==> config.mk <==
export PLATFORM = sky130hd
export DESIGN_NAME = tls_record_deframer
export DESIGN_NICKNAME = d
export VERILOG_FILES = /design/src/design/tlsrd_pkg.sv /design/src/design/tls_record_deframer.sv
export SDC_FILE = /design/constraint.sdc
export NUM_CORES = 1
export LEC_CHECK = 0
export BUFFER_PORTS_ARGS = -buffer_cell sky130_fd_sc_hd__buf_2
export CAP_MARGIN = 20
export CORE_ASPECT_RATIO = 0.75
export CORE_MARGIN = 8
export CORE_UTILIZATION = 40
export CTS_CLUSTER_DIAMETER = 30
export CTS_CLUSTER_SIZE = 16
export DETAILED_ROUTE_END_ITERATION = 6
export SLEW_MARGIN = 40
export SYNTH_ARGS = -nofsm -noshare
export SYNTH_HDL_FRONTEND = slang
export SYNTH_SLANG_ARGS = --single-unit
==> constraint.sdc <==
create_clock -name clk -period 3.7 [get_ports clk]
set_clock_uncertainty 0.05 [all_clocks]
set_input_delay 0.74 -clock clk [delete_from_list [all_inputs] [get_ports clk]]
set_output_delay 0.74 -clock clk [all_outputs]
set_load 0.01 [all_outputs]
==> src/design/tlsrd_pkg.sv <==
// shared types and constants for the tls record deframer
package tlsrd_pkg;

  localparam int unsigned BYTE_W       = 8;
  localparam int unsigned COUNT_W      = 16;
  localparam int unsigned SKIP_W       = 10;
  localparam int unsigned APB_DATA_W   = 32;
  localparam int unsigned APB_ADDR_W   = 3;

  localparam logic [SKIP_W-1:0]  SKIP_RESET   = SKIP_W'(102);
  localparam logic [COUNT_W-1:0] HEADER_BYTES = COUNT_W'(5);
  localparam logic [COUNT_W-1:0] LEN_HI_POS   = COUNT_W'(3);
  localparam logic [COUNT_W-1:0] LEN_LO_POS   = COUNT_W'(4);

  // register index as seen on paddr[2]
  localparam logic REG_HANDSHAKE_SKIP = 1'b0;

  // parsing phase, one-hot
  typedef enum logic [2:0] {
    PH_SKIP    = 3'b001,
    PH_HEADER  = 3'b010,
    PH_PAYLOAD = 3'b100
  } phase_t;

  // one result transaction
  typedef struct packed {
    logic [BYTE_W-1:0] payload_byte;
    logic              record_last;
  } result_t;

endpackage

==> src/design/tls_record_deframer.sv <==
// tls record deframer top level: skip handshake, parse headers, emit payload bytes
// a payload byte is registered into the output register, or into the skid stage while a result is stalled
// throughput: one stream byte per cycle while the skid stage is empty; the output register plus a one-entry skid
//   stage keep the input open for one more payload byte while a result is stalled
// reset: synchronous active-low rst_n returns to the skip phase with zero counts,
//   empties the output stages and sets handshake_skip_bytes back to 102
module tls_record_deframer (
  input  logic                                clk,
  input  logic                                rst_n,
  // input stream
  input  logic                                in_valid,
  output logic                                in_ready,
  input  logic [tlsrd_pkg::BYTE_W-1:0]        in_stream_byte,
  // result stream
  output logic                                out_valid,
  input  logic                                out_ready,
  output logic [tlsrd_pkg::BYTE_W-1:0]        out_payload_byte,
  output logic                                out_record_last,
  // apb configuration port
  input  logic                                psel,
  input  logic                                penable,
  input  logic                                pwrite,
  input  logic [tlsrd_pkg::APB_ADDR_W-1:0]    paddr,
  input  logic [tlsrd_pkg::APB_DATA_W-1:0]    pwdata,
  output logic [tlsrd_pkg::APB_DATA_W-1:0]    prdata,
  output logic                                pready
);
  import tlsrd_pkg::*;

  logic [SKIP_W-1:0]  skip_r;
  phase_t             phase_r, phase_nxt;
  logic [COUNT_W-1:0] cnt_r, cnt_nxt;
  logic [COUNT_W-1:0] len_r, len_nxt;
  logic [COUNT_W-1:0] hdr_cnt, hdr_inc, cnt_inc;
  logic               hdr_go;
  logic               res_valid;
  result_t            res;
  result_t            out_r, skid_r;
  logic               out_valid_r, skid_valid_r;
  logic               in_fire, out_fire;

  // configuration register
  assign pready = 1'b1;
  assign prdata = (paddr[2] == REG_HANDSHAKE_SKIP) ? APB_DATA_W'(skip_r) : '0;

  always_ff @(posedge clk) begin
    if (!rst_n) begin
      skip_r <= SKIP_RESET;
    end else if (psel && penable && pwrite && pready && (paddr[2] == REG_HANDSHAKE_SKIP)) begin
      skip_r <= pwdata[SKIP_W-1:0];
    end
  end

  assign in_ready = !skid_valid_r;
  assign in_fire  = in_valid && in_ready;
  assign out_fire = out_valid_r && out_ready;

  assign cnt_inc = cnt_r + COUNT_W'(1);

  // next parser state and result for the byte on the input
  always_comb begin
    phase_nxt        = phase_r;
    cnt_nxt          = cnt_r;
    len_nxt          = len_r;
    hdr_go           = 1'b0;
    hdr_cnt          = cnt_r;
    res_valid        = 1'b0;
    res.payload_byte = in_stream_byte;
    res.record_last  = 1'b0;
    unique case (phase_r)
      PH_SKIP: begin
        if (cnt_r < COUNT_W'(skip_r)) begin
          cnt_nxt = cnt_inc;
          if (cnt_inc >= COUNT_W'(skip_r)) begin
            phase_nxt = PH_HEADER;
            cnt_nxt   = '0;
          end
        end else begin
          // skip already done, this byte opens the first header
          hdr_go  = 1'b1;
          hdr_cnt = '0;
        end
      end
      PH_PAYLOAD: begin
        res_valid       = 1'b1;
        res.record_last = (cnt_inc >= len_r);
        cnt_nxt         = cnt_inc;
        if (cnt_inc >= len_r) begin
          phase_nxt = PH_HEADER;
          cnt_nxt   = '0;
        end
      end
      PH_HEADER: hdr_go = 1'b1;
      default:   hdr_go = 1'b1;
    endcase

    // header byte handling, length in bytes 3 and 4
    hdr_inc = hdr_cnt + COUNT_W'(1);
    if (hdr_go) begin
      phase_nxt = PH_HEADER;
      if (hdr_cnt == LEN_HI_POS) begin
        len_nxt = {in_stream_byte, len_r[BYTE_W-1:0]};
      end else if (hdr_cnt == LEN_LO_POS) begin
        len_nxt = {len_r[COUNT_W-1:BYTE_W], in_stream_byte};
      end
      cnt_nxt = hdr_inc;
      if (hdr_inc >= HEADER_BYTES) begin
        cnt_nxt   = '0;
        phase_nxt = (len_nxt == '0) ? PH_HEADER : PH_PAYLOAD;
      end
    end
  end

  // parser state registers
  always_ff @(posedge clk) begin
    if (!rst_n) begin
      phase_r <= PH_SKIP;
      cnt_r   <= '0;
      len_r   <= '0;
    end else if (in_fire) begin
      phase_r <= phase_nxt;
      cnt_r   <= cnt_nxt;
      len_r   <= len_nxt;
    end
  end

  // output register with skid stage
  always_ff @(posedge clk) begin
    if (!rst_n) begin
      out_valid_r  <= 1'b0;
      skid_valid_r <= 1'b0;
    end else if (skid_valid_r) begin
      if (out_fire) begin
        out_valid_r  <= 1'b1;
        skid_valid_r <= 1'b0;
      end
    end else if (in_fire && res_valid) begin
      if (!out_valid_r || out_fire) begin
        out_valid_r <= 1'b1;
      end else begin
        skid_valid_r <= 1'b1;
      end
    end else if (out_fire) begin
      out_valid_r <= 1'b0;
    end
  end

  // output payload, no reset needed
  always_ff @(posedge clk) begin
    if (skid_valid_r) begin
      if (out_fire) begin
        out_r <= skid_r;
      end
    end else if (in_fire && res_valid) begin
      if (!out_valid_r || out_fire) begin
        out_r <= res;
      end else begin
        skid_r <= res;
      end
    end
  end

  assign out_valid        = out_valid_r;
  assign out_payload_byte = out_r.payload_byte;
  assign out_record_last  = out_r.record_last;

endmodule

Yosys cells after proc, flatten, opt, wreduce, memory -nomap -nowiden:

Index checks and enable logic that the tools add are counted.

* flip-flop bits (word level): 65
* bits of input ports: 50
* output and inout port bits: 44
* word-level logic and storage cells: 84

* add/subtract/negate cells: 2
* $lt $le $gt $ge: 4
* equality and inequality tests: 9
* muxes and demuxes: 36
* bitwise gates (word level): 3
* reductions and logical operators: 20

Operator list (number)
* $mux 16: 9
* $mux 9: 4
* $add 16x1->16 const B: 2
* $pmux 16 s2: 1
* $mux 3: 6
* $eq 16x2->1 const B: 1
* $eq 16x3->1 const B: 1
* $ge 16x10->1: 1
* $ge 16x16->1: 1
* $ge 16x3->1 const B: 1
* $logic_not 16->1: 1
* $lt 16x10->1: 1
* $mux 1: 12
* $reduce_and 3->1: 4
* $mux 10: 1
* $ne 3x3->1 const B: 3
* $mux 8: 1
* $logic_and 1x1->1: 6
* $pmux 3 s2: 1
* $reduce_bool 2->1: 3
* $reduce_and 5->1: 1
* $eq 3x1->1 const B: 1
* $eq 3x3->1 const B: 1
* $ne 3x2->1 const B: 1
* other kinds (7): 10

Depth between registers and ports, before layout:

Gate-level depths: netlist (run 1).

* word-level depth: 11
* mapped depth: 19
* mapped depth without buffers: 18

Least setup slack after synthesis (run 1):

Ideal clock, no wire load.

* kind: register to register
* from: register cnt_r[0]
* to: register cnt_r[1]
* setup time: 0.066 ns
* arrival time: 3.311 ns
* required time: 3.584 ns
* slack: 0.272 ns
* stages on the path, launching flop included: 19
* path buffers: 1
* clock period less this slack: 3.428 ns
* cell sequence: dfxtp_1 inv_1 ha_1 nor2b_1 o211ai_1 a21o_1 a31oi_2 nand2_1 and2_1 ha_1 clkbuf_1 inv_1 nor2_1 a311oi_1 a311oi_1 a31oi_1 o2111ai_1 o2bb2a_4 a21oi_2

* cells in the longest elaborated chain, start to end: 7
* elaborated cells between the ends (all ways): 19
* classes of those cells: add/sub (2); order compare (4); eq/ne (1); mux (10); reduce/logical (2)

Ends and longest elaborated chain
* from (decl): line tls_record_deframer.sv:32 `logic [COUNT_W-1:0] cnt_r, cnt_nxt;`
* from (signal assigned): line tls_record_deframer.sv:122 `cnt_r <= cnt_nxt;`
* $lt 16x10->1: line tls_record_deframer.sv:72 `if (cnt_r < COUNT_W'(skip_r)) begin`
* $mux 16: line tls_record_deframer.sv:72
* $mux 16: line tls_record_deframer.sv:70 `unique case (phase_r)`
* $add 16x1->16: line tls_record_deframer.sv:98 `hdr_inc = hdr_cnt + COUNT_W'(1);`
* $ge 16x3->1: line tls_record_deframer.sv:107 `if (hdr_inc >= HEADER_BYTES) begin`
* $mux 16: line tls_record_deframer.sv:107
* $mux 16: line tls_record_deframer.sv:99 `if (hdr_go) begin`

Several ways; a longest one is shown, not always the timed one. The select of a mux whose other input is x is not followed.
A chain may end at the register's enable or synchronous reset.

Final worst setup path (run 1):

* from: register skip_r[9]
* to: register cnt_r[1]

* cells in the longest elaborated chain, start to end: 7
* elaborated cells between the ends (all ways): 16
* classes of those cells: add/sub (1); order compare (3); eq/ne (1); mux (9); reduce/logical (2)

Ends and longest elaborated chain
* from (decl): line tls_record_deframer.sv:30 `logic [SKIP_W-1:0] skip_r;`
* from (signal assigned): line tls_record_deframer.sv:50 `skip_r <= pwdata[SKIP_W-1:0];`
* $lt 16x10->1: line tls_record_deframer.sv:72
* $mux 16: line tls_record_deframer.sv:72
* $mux 16: line tls_record_deframer.sv:70
* $add 16x1->16: line tls_record_deframer.sv:98
* $ge 16x3->1: line tls_record_deframer.sv:107
* $mux 16: line tls_record_deframer.sv:107
* $mux 16: line tls_record_deframer.sv:99

Several ways; a longest one is shown, not always the timed one. The select of a mux whose other input is x is not followed.

==> results.md, run 1 <==
* Commonest non-fill, non-tap cell in the layout: nand2_1
* CP startpoint: skip_r[9]
* Max Cap Viol at 0
* R2R setup slack at 0.25 ns
* Initial Util at 0.406
* PortBufs at 46
* CTS HTree Levels at 3
* Yosys warns at 0
* Final cell count without fillers at between 800 and 900
* Commonest non-fill, non-tap cells in the layout: 75 x nand2_1, 52 x buf_4, 46 x buf_2
* Slowest stage delay, CP at around 0.32 ns
* CTS tree: yes
* Rel. slew slack at 0.634
* Syn Std Cell Area at ~0.0047 mm²
* Most used flip-flop cell after synthesis: dfxtp_1
* First-pass GRT wire length at between 20 and 25 mm
* Crit Path Category: reg2reg
* Crit path launch type: flop
* Final antenna-violating net count at 0
* Core ar. at approximately 0.012 mm²
* Grt total ovfl at 0
* Post-Route WL at roughly 13 mm
* Hold path cells at 2
* Worst reg2reg path endpoint: cnt_r[1]
* Final hold slack at 0.403 ns
* # DRC at 0
* Syn Inst Count at between 500 and 600
* CP max stage cell: dfxtp_1
* Fin crit share at 0.932
* RSZ-0062 raised after global routing: yes
* Register-to-Register Path Depth at 17
* Yosys cell types at 75
* Die Span Y at 110 µm
* Hold endpoint: len_r[6]
* Cell row count at 34
* Flip-flop and latch area at between 0.001 and 0.0015 mm²
* Initial antenna violation count at 0
* Fmax at approximately 290 MHz
* Hold Fails Final Rpt at 0
* Hold path start: len_r[6]
* Setup ws final at 0.251 ns
* Worst-path maximum fanout at 8
* Layout cell share with drive strength beyond 1 at 0.260
* Sequential area share after synthesis at 0.316
* Drt pass-1 iters at 5
* Die Wd at ~140 µm
* Worst endpoint data arrival time at between 3 and 4 ns
* Final setup fails at 0
* DP Worst Slack at -0.0296 ns
* Setup TNS at 0 ns
* Post-synth EDFFs at 18
* Status: complete, no violations
* Full die area at between 0.015 and 0.02 mm²
* Worst vdd ir at about 0.00024 V
* Leakage at 2.32 nW
* Fin. max-slew vios at 0
* CTS max path bufs at 2
* Vias per inst at 5.25
* Nets@finish at about 720
* Async set or reset register ratio after synthesis at 0
* Final Core Density at 0.486
* Avg Inst Size Synth at roughly 8.4 µm²
* Area grow syn2layout at 19.7%
* Clock-pin slew on the worst setup and hold paths at approximately 0.06 ns
* Worst hold path class: reg2reg
* Final Cell Area at 0.00561 mm²
* Vias in the first global route at slightly above 4000
* Clk Latency, worst-skew pair at around 0.34 ns
* DR WL/cell at 15.9 µm
* Antenna diode count at 0
* Gpl congestion at 0.930
* Pwr/cell area at about 340 mW/mm²
* Synthesized flop and latch total at between 60 and 70
* Multi-input gate area at around 0.0028 mm²
* Post-Place Cells at just under 800
* Worst slew pin tran at between 0.5 and 0.6 ns
* Top-level port count at between 90 and 100
* CP Cell Sequence: inv_1, ha_1, a21oi_1, and4_4, and2_4, a31oi_2, nand2_1, and2_1, ha_1, buf_4, a21boi_0, o32ai_1, o211ai_1, o22ai_2, o2111ai_2, o2bb2a_4, a21oi_2
* Largest net degree at the start of global routing at 25
* Most frequent CP cell: ha_1
* Pwr Total at roughly 1.9 mW
* # clock sinks at 65
* Final Critical Period at 3.45 ns
* CTS Root Buffer Type: clkbuf_16
* GRT Total Usage at 0.167
* CP Data Required Time at 3.92 ns
* Hpwl dp at 9.90 mm
* Placed Area at about 0.0052 mm²
* Fill count at around 1100
* Detailed-route via count at ~4200
* Initial DRC count at about 290
* Worst setup EP type: flop
* TritonCTS Buffers at 9
* Worst flop-to-flop path startpoint: skip_r[9]
## layout make-up
class                      instances  area share
timing repair buffer             100       0.118
sequential                        65       0.266
clock buffer                      10      0.0408
clock inverter                     6     0.00781
inverter                          36      0.0241
multi-input combinational        422       0.507
tap                              162      0.0362
## power by group
group	leakage (nW)	internal, mW	switching, mW
Sequential	0.543	0.742	0.0140
Clock	0.133	0.455	0.325
Combinational	1.65	0.154	0.208
## worst max path at each step
stage	end	slack, ns
after global routing	cnt_r[1]	-0.04
after floorplan	cnt_r[1]	0.27
after detailed placement	cnt_r[1]	-0.03
after global placement	cnt_r[1]	0.01
after CTS	cnt_r[0]	0.05
final	cnt_r[1]	0.25
## worst max-delay path: cells and delay by family (launching register included)
family	cells	cell delay [ns]
simple gates	4	0.72
buf+inv	2	0.25
fa+ha+maj	2	0.48
flops	1	0.32
compound gates	9	1.56
## kinds of logic (layout without fill, tap and decap cells)
| family | Yosys count | count (layout) | share of synthesized area |
|---|---|---|---|
| other | 2 | 23 | 0.00160 |
| buffers and inverters | 94 | 152 | 0.108 |
| adder cells (fa/ha/maj) | 40 | 40 | 0.107 |
| multiplexers | 9 | 9 | 0.0216 |
| flip-flops | 65 | 65 | 0.316 |
| AND/OR/NAND/NOR | 212 | 212 | 0.233 |
| XOR/XNOR | 17 | 17 | 0.0318 |
| AO/OA/AOI/OAI | 121 | 121 | 0.181 |
## synth_stat cells, types with 2 or more instances
master,count,area share
clkbuf_1,15,0.012
nor4_1,4,0.0053
and2_1,5,0.0067
ha_1,40,0.11
a32oi_1,2,0.0037
o2111ai_1,2,0.0037
nand4_4,2,0.0091
nor2_1,33,0.026
a21oi_1,43,0.046
and4_4,2,0.0048
a31o_2,3,0.0056
dfxtp_1,47,0.20
a211oi_1,5,0.0080
mux2_2,9,0.022
nor3b_1,2,0.0032
and3_1,7,0.0093
nor2_2,2,0.0027
nand4_1,5,0.0067
o21ai_1,2,0.0021
a41oi_1,2,0.0037
inv_1,36,0.029
o22ai_1,2,0.0027
xnor2_1,12,0.022
nor2b_1,6,0.0080
a21boi_0,2,0.0032
a211o_1,2,0.0037
nand2_1,76,0.061
a2111oi_0,2,0.0037
xor2_1,5,0.0093
or3_1,4,0.0053
o21ai_0,16,0.017
nor3_1,13,0.014
conb_1,2,0.0016
a311oi_1,2,0.0037
a221oi_1,2,0.0037
buf_6,5,0.012
buf_4,28,0.045
edfxtp_1,18,0.12
o21a_1,4,0.0064
buf_2,8,0.0085
o211ai_1,9,0.014
a31oi_1,6,0.0080
nand3_1,36,0.038
## state kept, by name (all words and copies together) (netlist names)
register,flops
cnt_r,16
len_r,16
out_payload_byte,8
out_record_last,1
out_valid,1
phase_r,3
skid_r,9
skid_valid_r,1
skip_r,10
## timing repair
action,CTS,global route
buffers inserted,2,1
endpoints found under the hold margin,0,0
setup endpoints to repair,9,19
pin swaps,1,1
hold buffers,0,0
resized for setup,0,23
## routing by layer
layer	routed length (µm)	part of all wire	global-route usage
met4	146	0.011	0.0436
met2	5610	0.44	0.267
met3	727	0.057	0.0451
met5	0	0	0
met1	6230	0.49	0.221
Power figures use the tool's default switching activity.
==> run 2, diff against run 1 <==
--- a/config.mk
+++ b/config.mk
@@ -13,6 +13,7 @@
 export CTS_CLUSTER_DIAMETER = 30
 export CTS_CLUSTER_SIZE = 16
 export DETAILED_ROUTE_END_ITERATION = 6
+export RECOVER_POWER = 25
 export SLEW_MARGIN = 40
 export SYNTH_ARGS = -nofsm -noshare
 export SYNTH_HDL_FRONTEND = slang
==> results.md, run 2 (same netlist as run 1, synthesis figures left out) <==
* Status: complete, no violations
* Final antenna-violating net count at 0
* Final setup fails at 0
* DR WL/cell at about 16 µm
* Worst endpoint data arrival time at approximately 3.7 ns
* RSZ-0062 raised after global routing: yes
* Clock-pin slew on the worst setup and hold paths at about 0.060 ns
* TritonCTS Buffers at 9
* Hpwl dp at ~9.9 mm
* Worst hold path class: reg2reg
* # DRC at 0
* Worst vdd ir at 0.000239 V
* Grt total ovfl at 0
* Drt pass-1 iters at 5
* Leading registers by flop count: cnt_r: 16 flops, len_r: 16 flops, skip_r: 10 flops
* Register-to-Register Path Depth at 17
* R2R setup slack at 0.26 ns
* Final Core Density at 0.485
* # clock sinks at 65
* First-pass GRT wire length at 20.5 mm
* Most frequent CP cell: ha_1
* Vias per inst at between 5 and 6
* Leakage at 2.30 nW
* Rel. slew slack at 0.387
* Initial DRC count at 292
* Crit Path Category: reg2reg
* CTS tree: yes
* Core ar. at roughly 0.012 mm²
* Placed Area at around 0.0052 mm²
* Worst-path maximum fanout at 8
* CP max stage cell: dfxtp_1
* Final cell count without fillers at 801
* Commonest non-fill, non-tap cell in the layout: nand2_1
* Post-Route WL at around 13 mm
* CTS Root Buffer Type: clkbuf_16
* Die Span Y at roughly 110 µm
* Hold path cells at 2
* Nets@finish at 724
* Crit path launch type: flop
* Layout cell share with drive strength beyond 1 at 0.243
* Initial Util at 0.406
* Fin. max-slew vios at 0
* Largest net degree at the start of global routing at 25
* Worst slew pin tran at ~0.9 ns
* Vias in the first global route at 4143
* CP Cell Sequence: inv_1, ha_1, a21oi_1, and4_4, and2_4, a31oi_2, nand2_1, and2_1, ha_1, buf_4, a21boi_0, o32ai_1, o211ai_1, o22ai_2, o2111ai_2, o2bb2a_4, a21oi_2
* Fill count at roughly 1100
* Detailed-route via count at ~4200
* Final Critical Period at roughly 3.4 ns
* CP Data Required Time at between 3 and 4 ns
* Clk Latency, worst-skew pair at between 0.3 and 0.4 ns
* Antenna diode count at 0
* Slowest stage delay, CP at between 0.3 and 0.4 ns
* Gpl congestion at between 0.9 and 1
* Worst flop-to-flop path startpoint: skip_r[9]
* GRT Total Usage at 0.167
* Hold path start: len_r[6]
* Fmax at a little under 300 MHz
* Fin crit share at 0.931
* Die Wd at 141 µm
* Cell row count at 34
* Worst reg2reg path endpoint: cnt_r[1]
* Final Cell Area at about 0.0056 mm²
* CTS max path bufs at 2
* Full die area at around 0.015 mm²
* Commonest non-fill, non-tap cells in the layout: 75 x nand2_1, 51 x buf_4, 42 x a21oi_1
* Hold Fails Final Rpt at 0
* PortBufs at 46
* Max Cap Viol at 0
* Initial antenna violation count at 0
* Pwr/cell area at ~340 mW/mm²
* CTS HTree Levels at 3
* Area grow syn2layout at 19.3%
* Hold endpoint: len_r[6]
* Worst setup EP type: flop
* Post-Place Cells at 782
* Top-level port count at 94
==> run 2: cell count changes in the layout (fill, tap and decap cells not counted) <==
cell      change
buf_4         -1
inv_2         -1
inv_1         +1
clkbuf_1     +10
buf_2         -9
==> run 2: timing repair <==
item	in CTS	in global routing
hold buffers	0	0
gates cloned	0	0
resized for setup	0	23
buffers inserted	2	1
pin swaps	1	1
endpoints found under the setup margin	9	19
==> run 2: worst max path at each step <==
stage	start	to	slack (ns)	cells after the start
final	skip_r[9]	cnt_r[1]	0.26	17
after global routing	cnt_r[9]	cnt_r[1]	-0.04	17
after CTS	cnt_r[0]	cnt_r[0]	0.05	15
after detailed placement	cnt_r[0]	cnt_r[1]	-0.03	15
after global placement	cnt_r[0]	cnt_r[1]	0.01	15
after floorplan	cnt_r[0]	cnt_r[1]	0.27	18
==> run 2: per-layer routing <==
layer	share of wire	track usage	wire, µm	vias up
met5	0	0	0	-
met4	0.0090	0.0436	114	0
met3	0.058	0.0451	741	10
met2	0.44	0.267	5630	117
met1	0.49	0.221	6200	1947
li1	-	-	-	2100
==> run 2: report_power, final <==
group | internal (mW) | switching (mW)
clock | 0.455 | 0.323
combinational | 0.152 | 0.208
sequential | 0.742 | 0.0140
total | 1.35 | 0.546
==> run 2: critical path, delay by kind of cell (launching register included) <==
kind | cells | cell delay, ns
buffers and inverters | 2 | 0.24
AO/OA/AOI/OAI | 9 | 1.55
AND/OR/NAND/NOR | 4 | 0.71
adder cells (fa/ha/maj) | 2 | 0.48
flip-flops | 1 | 0.32
==> run 2: area by class of cell <==
class / count / area, µm² / area share
clock buffers: 10 / 229 / 0.0410
well taps: 162 / 203 / 0.0363
flip-flops and latches: 65 / 1490 / 0.267
repair buffers: 100 / 646 / 0.115
clock inverters: 6 / 43.8 / 0.00783
multi-input cells: 422 / 2840 / 0.509
inverters: 36 / 135 / 0.0242
==> run 2: through the flow <==
step	power, mW	hold slack (ns)	setup TNS, ns	worst slack (ns)
floorplan	1.01	0.382	0	0.272
global placement	1.11	0.393	0	0.0146
detailed placement	1.12	0.397	-0.0493	-0.0296
CTS	1.91	0.403	0	0.0456
global route	1.98	0.420	-0.0439	-0.0398
finish	1.89	0.402	0	0.256
==> run 3, diff against run 2 <==
--- a/config.mk
+++ b/config.mk
@@ -14,6 +14,7 @@
 export CTS_CLUSTER_SIZE = 16
 export DETAILED_ROUTE_END_ITERATION = 6
 export RECOVER_POWER = 25
+export SETUP_SLACK_MARGIN = 0.3
 export SLEW_MARGIN = 40
 export SYNTH_ARGS = -nofsm -noshare
 export SYNTH_HDL_FRONTEND = slang
==> results.md, run 3 (same netlist as run 1, synthesis figures left out) <==
* Top-level port count at 94
* Largest delay share family, worst path: compound AO/OA/AOI/OAI gates
* Detailed-route via count at around 4400
* # clock sinks at 65
* Commonest non-fill, non-tap cell in the layout: nand2_1
* CTS HTree Levels at 3
* Setup TNS at 0 ns
* Layout cell share with drive strength beyond 1 at 0.308
* Hold Fails Final Rpt at 0
* Core ar. at roughly 0.012 mm²
* Fmax at between 300 and 400 MHz
* TritonCTS Buffers at 9
* Cell row count at 34
* PortBufs at 46
* Worst reg2reg path endpoint: cnt_r[1]
* Die Span Y at approximately 110 µm
* Pwr/cell area at around 340 mW/mm²
* Largest net degree at the start of global routing at 24
* Max Cap Viol at 0
* Initial DRC count at between 300 and 400
* Pwr Total at 2.02 mW
* Initial Util at 0.406
* Grt total ovfl at 0
* Vias per inst at around 5.4
* Hpwl dp at about 10 mm
* Status: complete, no violations
* Leakage at 2.43 nW
* Clock-pin slew on the worst setup and hold paths at about 0.060 ns
* Worst slew pin tran at slightly below 0.7 ns
* GRT Total Usage at 0.169
* Hold_buf cts at 0
* First-pass GRT wire length at approximately 21 mm
* CTS tree: yes
* R2R setup slack at 0.40 ns
* Vias in the first global route at around 4200
* # DRC at 0
* Commonest non-fill, non-tap cells in the layout: 72 x nand2_1, 62 x buf_4, 40 x a21oi_1
* Worst vdd ir at roughly 0.00023 V
* Stages on the worst setup path at 18
* Crit Path Category: reg2reg
* Fin. max-slew vios at 0
* CTS Root Buffer Type: clkbuf_16
* Final Critical Period at ~3.3 ns
* Leading registers by flop count: cnt_r: 16 flops, len_r: 16 flops, skip_r: 10 flops
* Slowest stage delay, CP at between 0.3 and 0.4 ns
* Die Wd at 141 µm
* CP Cell Sequence: buf_4, ha_4, buf_4, nand4bb_4, and2_4, a31oi_4, nand2_2, and2_4, ha_4, inv_2, nor2_4, a311oi_2, a311oi_2, a31oi_2, o2111ai_2, buf_4, o2bb2a_4, a21oi_2
* DR WL/cell at approximately 16 µm
* Worst hold path class: reg2reg
* Antenna diode count at 0
* Register-to-Register Path Depth at 18
* Nets@finish at between 700 and 800
* Post-Place Cells at between 700 and 800
* Crit path launch type: flop
* CP startpoint: cnt_r[9]
* RSZ-0062 raised after global routing: yes
* Final cell count without fillers at about 800
* Crit path buf inv count at 4
* Worst endpoint data arrival time at between 3 and 4 ns
* Rel. slew slack at 0.539
* CP Data Required Time at around 3.9 ns
* CP max stage cell: dfxtp_2
* Worst flop-to-flop path startpoint: cnt_r[9]
* Area grow syn2layout at 26.4%
* Gpl congestion at 0.902
* Worst-path maximum fanout at 6
* Worst setup path endpoint: cnt_r[1]
* Full die area at 0.0155 mm²
* Initial antenna violation count at 0
* Drt pass-1 iters at 5
* Post-Route WL at 13.3 mm
* Final setup fails at 0
* Most frequent CP cell: buf_4
* Final antenna-violating net count at 0
* Clk Latency, worst-skew pair at between 0.3 and 0.4 ns
* Worst setup EP type: flop
* CTS max path bufs at 2
* Fin crit share at 0.891
* Final hold slack at between 0.4 and 0.5 ns
## run 3: changes by cell type in the layout (fill, tap and decap cells not counted), moves of 3 or more
cell,previous run,this run
buf_6,0,4
dfxtp_2,5,9
nand2_1,75,72
buf_4,51,62
ha_4,0,3
ha_1,40,37
dfxtp_1,41,35
and3_4,0,3
## run 3: how the worst min path moves through the flow
stage                         start  slack, ns  cells after the start         to
after floorplan            len_r[4]       0.38                      2   len_r[4]
after global placement    skip_r[4]       0.39                      2  skip_r[4]
after global routing       len_r[9]       0.43                      2   len_r[9]
after CTS                 skip_r[9]       0.41                      2  skip_r[9]
final                     skip_r[9]       0.41                      2  skip_r[9]
after detailed placement  len_r[15]       0.40                      2  len_r[15]
## run 3: report_power, final
part	switching [mW]	internal [mW]	total (mW)
registers	0.0163	0.740	0.757
logic	0.213	0.160	0.373
clock network	0.357	0.529	0.886
## run 3: cell type report
cell class	instances	area, µm²
well taps	162	203
flip-flops and latches	65	1500
repair buffers	114	754
clock buffers	9	225
inverters	36	135
clock inverters	7	78.8
multi-input cells	422	3020
fillers	1077	5610
## run 3: metrics by stage
step	instance area (µm²)	worst slack [ns]	utilization
after floorplan	4760	0.344	-
after global placement	5280	0.0882	0.458
after detailed placement	5280	0.0197	0.458
after CTS	5670	0.312	0.492
after global routing	5920	0.210	0.514
final	5920	0.402	0.514
## run 3: metal layers
metal,wire length (µm),GRT usage
met3,812,0.0356
met2,6150,0.277
met1,6140,0.221
met5,0,0
met4,188,0.0489
## run 3: what timing repair did
item | 4_1_cts | 5_1_grt
hold endpoints to repair | 0 | 0
gates cloned | 0 | 0
setup buffers | 1 | 8
pin swaps | 3 | 18
endpoints found under the setup margin | 22 | 27
gates resized for setup | 17 | 49
## run 3: worst reg2reg max path, cell delays in order, from the launching register on
cell	delay [ns]
dfxtp_2	0.32
buf_4	0.13
ha_4	0.27
buf_4	0.11
nand4bb_4	0.13
and2_4	0.20
a31oi_4	0.16
nand2_2	0.10
and2_4	0.19
ha_4	0.19
inv_2	0.09
nor2_4	0.05
a311oi_2	0.30
a311oi_2	0.10
a31oi_2	0.20
o2111ai_2	0.14
buf_4	0.17
o2bb2a_4	0.21
a21oi_2	0.11
